<file path="src/sv/vln_pkg.sv">
// vln_pkg: shared types, constants and float helpers for vector3_length_normalize
// depends on nothing; every module of the block imports it, vln_stream_if does not
package vln_pkg;

  localparam logic [31:0] QNAN       = 32'h7FC00000;
  localparam logic [31:0] FP_ONE     = 32'h3F800000;
  localparam logic [31:0] FP_ZERO    = 32'h00000000;
  localparam logic [30:0] TOL_RESET  = 31'h2B8CBCCC;
  localparam logic [30:0] MIN_NORMAL = 31'h00800000;
  localparam logic [7:0]  EXP_MAX    = 8'hFF;

  // biased exponent with headroom for underflow and overflow
  typedef logic signed [11:0] exp_t;

  typedef struct packed {
    logic [31:0] comp_x;
    logic [31:0] comp_y;
    logic [31:0] comp_z;
  } vec_in_t;

  typedef struct packed {
    logic [31:0] length;
    logic [31:0] unit_x;
    logic [31:0] unit_y;
    logic [31:0] unit_z;
    logic        normalized;
  } vec_out_t;

  // unpacked operand: significand with leading one at bit 23
  typedef struct packed {
    exp_t        ex;
    logic [23:0] sig;
  } unp_t;

  function automatic logic is_nan(input logic [31:0] f);
    return (f[30:23] == EXP_MAX) && (f[22:0] != 23'd0);
  endfunction

  function automatic logic is_inf(input logic [31:0] f);
    return (f[30:23] == EXP_MAX) && (f[22:0] == 23'd0);
  endfunction

  function automatic logic is_zero(input logic [31:0] f);
    return f[30:0] == 31'd0;
  endfunction

  // quiet nan for every computed nan
  function automatic logic [31:0] canon(input logic [31:0] f);
    return is_nan(f) ? QNAN : f;
  endfunction

  // subnormals are shifted up so the significand always leads with a one
  function automatic unp_t unpack_norm(input logic [31:0] f);
    unp_t        u;
    logic [23:0] s;
    logic [4:0]  lz;
    logic        found;
    s     = {f[30:23] != 8'd0, f[22:0]};
    lz    = 5'd0;
    found = 1'b0;
    for (int i = 23; i >= 0; i--) begin
      if (!found && s[i]) begin
        lz    = 5'(23 - i);
        found = 1'b1;
      end
    end
    if (f[30:23] != 8'd0) begin
      u.ex  = exp_t'({4'd0, f[30:23]});
      u.sig = s;
    end else begin
      u.sig = s << lz;
      u.ex  = exp_t'(1) - exp_t'({7'd0, lz});
    end
    return u;
  endfunction

  // round to nearest even and pack; sig[26] is the leading bit, sig[0] holds sticky
  function automatic logic [31:0] round_pack(input logic sgn, input exp_t ex,
                                             input logic [26:0] sig);
    logic [26:0] sh_sig;
    logic        lost;
    logic [23:0] mant;
    logic [7:0]  ef;
    logic        g;
    logic        st;
    logic        up;
    exp_t        sh;
    logic [30:0] body;
    sh_sig = sig;
    lost   = 1'b0;
    ef     = 8'd0;
    sh     = exp_t'(1) - ex;
    if (ex >= exp_t'(255)) begin
      return {sgn, EXP_MAX, 23'd0};
    end
    if (ex >= exp_t'(1)) begin
      ef = sig[26] ? ex[7:0] : 8'd0;
    end else if (sh >= exp_t'(27)) begin
      sh_sig = 27'd0;
      lost   = |sig;
    end else begin
      sh_sig = sig >> sh[4:0];
      lost   = |(sig & ((27'd1 << sh[4:0]) - 27'd1));
    end
    mant = sh_sig[26:3];
    g    = sh_sig[2];
    st   = (|sh_sig[1:0]) | lost;
    up   = g & (st | mant[0]);
    body = {ef, mant[22:0]} + 31'(up);
    return {sgn, body};
  endfunction

endpackage

</file>
<file path="src/sv/vln_fmul.sv">
// vln_fmul: three-stage single-precision multiplier, round to nearest even
// depends on vln_pkg; a tag rides along with each item
module vln_fmul import vln_pkg::*; #(
  parameter int TAG_W = 1
) (
  input  logic             clk,
  input  logic             rst_n,
  input  logic             en,
  input  logic             in_valid,
  input  logic [31:0]      a,
  input  logic [31:0]      b,
  input  logic [TAG_W-1:0] tag_in,
  output logic             out_valid,
  output logic [31:0]      res,
  output logic [TAG_W-1:0] tag_out
);

  logic             v1_r, v2_r, v3_r;
  logic             spec1_r, spec2_r;
  logic [31:0]      specv1_r, specv2_r;
  logic             sgn1_r, sgn2_r;
  unp_t             ua1_r, ub1_r;
  exp_t             ex2_r;
  logic [47:0]      prod2_r;
  logic [TAG_W-1:0] tag1_r, tag2_r, tag3_r;
  logic [31:0]      res3_r;

  logic        sgn_nxt;
  logic        spec_nxt;
  logic [31:0] specv_nxt;
  logic [31:0] res_nxt;

  // special operands
  always_comb begin
    sgn_nxt   = a[31] ^ b[31];
    spec_nxt  = 1'b1;
    specv_nxt = {sgn_nxt, 31'd0};
    if (is_nan(a) || is_nan(b) || (is_inf(a) && is_zero(b)) || (is_zero(a) && is_inf(b))) begin
      specv_nxt = QNAN;
    end else if (is_inf(a) || is_inf(b)) begin
      specv_nxt = {sgn_nxt, EXP_MAX, 23'd0};
    end else if (!is_zero(a) && !is_zero(b)) begin
      spec_nxt = 1'b0;
    end
  end

  // final rounding
  always_comb begin
    if (prod2_r[47]) begin
      res_nxt = round_pack(sgn2_r, ex2_r + exp_t'(1), {prod2_r[47:22], |prod2_r[21:0]});
    end else begin
      res_nxt = round_pack(sgn2_r, ex2_r, {prod2_r[46:21], |prod2_r[20:0]});
    end
    if (spec2_r) begin
      res_nxt = specv2_r;
    end
  end

  always_ff @(posedge clk) begin
    if (!rst_n) begin
      v1_r <= 1'b0;
      v2_r <= 1'b0;
      v3_r <= 1'b0;
    end else if (en) begin
      v1_r <= in_valid;
      v2_r <= v1_r;
      v3_r <= v2_r;
    end
  end

  always_ff @(posedge clk) begin
    if (en) begin
      spec1_r  <= spec_nxt;
      specv1_r <= specv_nxt;
      sgn1_r   <= sgn_nxt;
      ua1_r    <= unpack_norm(a);
      ub1_r    <= unpack_norm(b);
      tag1_r   <= tag_in;
      spec2_r  <= spec1_r;
      specv2_r <= specv1_r;
      sgn2_r   <= sgn1_r;
      ex2_r    <= ua1_r.ex + ub1_r.ex - exp_t'(127);
      prod2_r  <= ua1_r.sig * ub1_r.sig;
      tag2_r   <= tag1_r;
      res3_r   <= res_nxt;
      tag3_r   <= tag2_r;
    end
  end

  assign out_valid = v3_r;
  assign res       = res3_r;
  assign tag_out   = tag3_r;

endmodule

</file>
<file path="config.mk">
export PLATFORM = sky130hd
export DESIGN_NAME = vln_fmul
export DESIGN_NICKNAME = d
export VERILOG_FILES = /design/src/sv/vln_pkg.sv /design/src/sv/vln_fmul.sv
export SDC_FILE = /design/constraint.sdc
export NUM_CORES = 2
export LEC_CHECK = 0
export ABC_AREA = 0
export BUFFER_PORTS_ARGS = -buffer_cell sky130_fd_sc_hd__clkbuf_2
export CORE_MARGIN = 1.5
export CORE_UTILIZATION = 55
export CTS_CLUSTER_SIZE = 20
export DETAILED_ROUTE_END_ITERATION = 16
export PLACE_DENSITY = 0.72
export SLEW_MARGIN = 40
export SYNTH_ARGS = -nofsm -noshare
export SYNTH_HDL_FRONTEND = slang
export SYNTH_SLANG_ARGS = --single-unit
export TNS_END_PERCENT = 30
</file>
<file path="constraint.sdc">
create_clock -name clk -period 7.9 [get_ports clk]
set_clock_uncertainty 0.1 [all_clocks]
set_input_delay 0 -clock clk [delete_from_list [all_inputs] [get_ports clk]]
set_output_delay 0 -clock clk [all_outputs]
set_load 0.02 [all_outputs]
</file>
==> impl_metrics.ini <==
[critical_path]
regToRegSetupSlack_ps = 370
r2r_start = ub1_r[2]
path_class = reg -> reg
critPathLaunchType = register
reg2reg_depth = 26
cp_data_required_time_ps = 8060
crit_fanout = 6
end_kind = register
worstReg2RegEnd = prod2_r[45]
crit_arrival_ps = 7690
startpoint = ub1_r[2]

[synthesis]
synthTopCellsByCount = 582 x inv_1, 483 x fa_1, 474 x nand2_1, 313 x and2_1, 198 x ha_1
synthFlopType = edfxtp_1
yosys_warnings = 0
yosysMostFrequentCell = inv_1
ys_seq_area_frac = 0.145
post_synth.cell_area_avg_sq_um = 9.05
synth_top_area_frac = 0.271
synth_cell_types = 120
netlist_instances = 3951
synth-edff-count = 171
synthArstFlopShare = 0
yosys_register_bits = 174
synth.cell_area_sq_um = 35700
yosysTopAreaCell = fa_1
synth_area_leaders = fa_1 27%, edfxtp_1 14%, ha_1 6.9%
syn_nets = 4701

[placement]
placed_area_sq_um = 37100
port_buffers = 102
gp_congestion = 0.971
dp_hpwl_mm = 78.6

[die]
ios = 103
dieArea_sq_um = 66500
rows = 93
core_sq_um = 64300
die-height_um = 258
die_x_um = 258
start_util = 0.555

[detailed_routing]
wl_mm = 102
drc_errors = 0
via_count = 29298
firstDrtPassIters = 7
postRouteAntennaNets = 0
wire_per_inst_um = 20.9
via_per_inst = 6.00
drt_iter0_markers = 2933

[status]
status = finished clean

[sta]
drv_slew = 0
rsz0062_at_grt = false
finalSetupViolations = 0
fin_tns_setup_ps = 0
hold_viol_final = 0
max_clock_freq_mhz = 133
tightest_slew_ps = 995
fin_crit_ps = 7530
relSlewSlack = 0.337
period_share = 0.953

[cts]
cts_tree = done
clock-sinks = 174
clockBufferDepth = 2
root_buffer = clkbuf_16
cts_buffers = 17
clk_latency_ps = 500
clk_pin_slew_ps = 90
cts_max_level = 4

[grt]
overflow = 0
antenna_found_initial = 0
grt_pass1_vias = 29517
grt_max_degree = 71
grt_pass1_wl_mm = 163
grt_usage = 0.310

[layout]
nets = 4765
area_delta_synth_final_pct = 7.75
design_area_sq_um = 38500
fillers = 5550
drive_gt1_frac = 0.110
n_antenna_cell = 0

[flow_run]
maxCapViolations = 0

[worst_hold_path]
holdPathEnd = ua1_r[19]
hold_depth = 5
hp-start = a[18]
hp-class = in -> reg
-- cell type report --
class | instances | area (sq um) | share of cell area
inverters | 587 | 2200 | 0.0572
clock inverters | 15 | 149 | 0.00387
flip-flops and latches | 174 | 5190 | 0.135
clock buffers | 17 | 425 | 0.0110
repair buffers | 290 | 2130 | 0.0552
well taps | 855 | 1070 | 0.0278
multi-input cells | 2945 | 27300 | 0.710
-- registers in the layout (all words and copies together), names as in the netlist --
name,count
prod2_r,48
ua1_r,33
ub1_r,33
res,32
ex2_r,12
specv1_r,3
specv2_r,3
out_valid,1
sgn1_r,1
sgn2_r,1
spec1_r,1
spec2_r,1
tag1_r,1
tag2_r,1
tag_out,1
v1_r,1
v2_r,1
-- layer usage --
metal  track usage  vias to the layer above  share of wire
met5             0                        -              0
met3        0.0656                      252           0.10
li1              -                    13305              -
met2         0.474                     1583           0.44
met4         0.127                        0          0.040
met1         0.430                    14158           0.42
-- cell families after synthesis --
logic type / after synthesis / synth area share
buffers and inverters: 832 / 0.0930
AO/OA/AOI/OAI: 587 / 0.115
multiplexers: 231 / 0.0848
XOR/XNOR: 139 / 0.0364
flip-flops: 174 / 0.145
adder cells (fa/ha/maj): 681 / 0.340
AND/OR/NAND/NOR: 1307 / 0.186
-- cell usage in the layout (no fill, tap or decap), types with 23 or more instances in the layout --
master         count
a211oi_1          23
a21o_1            39
a21oi_1          137
a31oi_1           26
and2_1           313
and3_1            23
buf_4            130
clkbuf_2         103
dlygate4sd3_1     42
edfxtp_1         171
fa_1             483
ha_1             196
inv_1            582
mux2_2            30
mux2i_1          147
mux4_2            47
nand2_1          474
nand3_1           79
nand4_1           35
nor2_1           176
nor3_1            61
o21ai_0           88
xnor2_1           89
xor2_1            42
-- stage by stage --
step                      instances  hold slack [ps]  setup WS [ps]   util
after floorplan                3951            -1.13            673      -
after global placement         4763             77.0            160  0.576
after detailed placement       4764             78.6           42.1  0.576
after CTS                      4838             29.6           5.62  0.592
after global routing           4883             50.7           16.8  0.598
final                          4883             59.8            370  0.598
-- repair_timing --
item                                    CTS  global route
setup buffers                             0            41
endpoints found under the setup margin    0            11
resized for setup                         0            11
hold buffers                             42             0
hold endpoints to repair                 89             0
-- worst max-delay path, cell delays in order (launching register included) --
cell      delay, ps
edfxtp_1        540
buf_4           210
and2_1          160
fa_1            470
fa_1            550
inv_1            60
fa_1            530
inv_1            60
fa_1            410
fa_1            510
fa_1            580
inv_1            60
fa_1            480
inv_1            40
ha_1            220
or3_1           380
nand2b_1        150
o22a_1          200
a211o_1         340
a31oi_1         210
buf_4           170
nor3_2           50
o22ai_2         130
o21a_1          150
o21ai_1         120
o41ai_2         300
xnor2_1         100
-- worst max-delay path by stage --
stage,endpoint,slack [ps],cells after the start
after floorplan,prod2_r[45],670,28
after global placement,prod2_r[44],160,25
after detailed placement,prod2_r[45],40,27
after CTS,prod2_r[45],6,27
after global routing,prod2_r[46],20,29
final,prod2_r[45],370,26
Power is left out: the tool's default activity adds up to more than one toggle a clock period on the data nets, which glitch-free logic cannot reach.
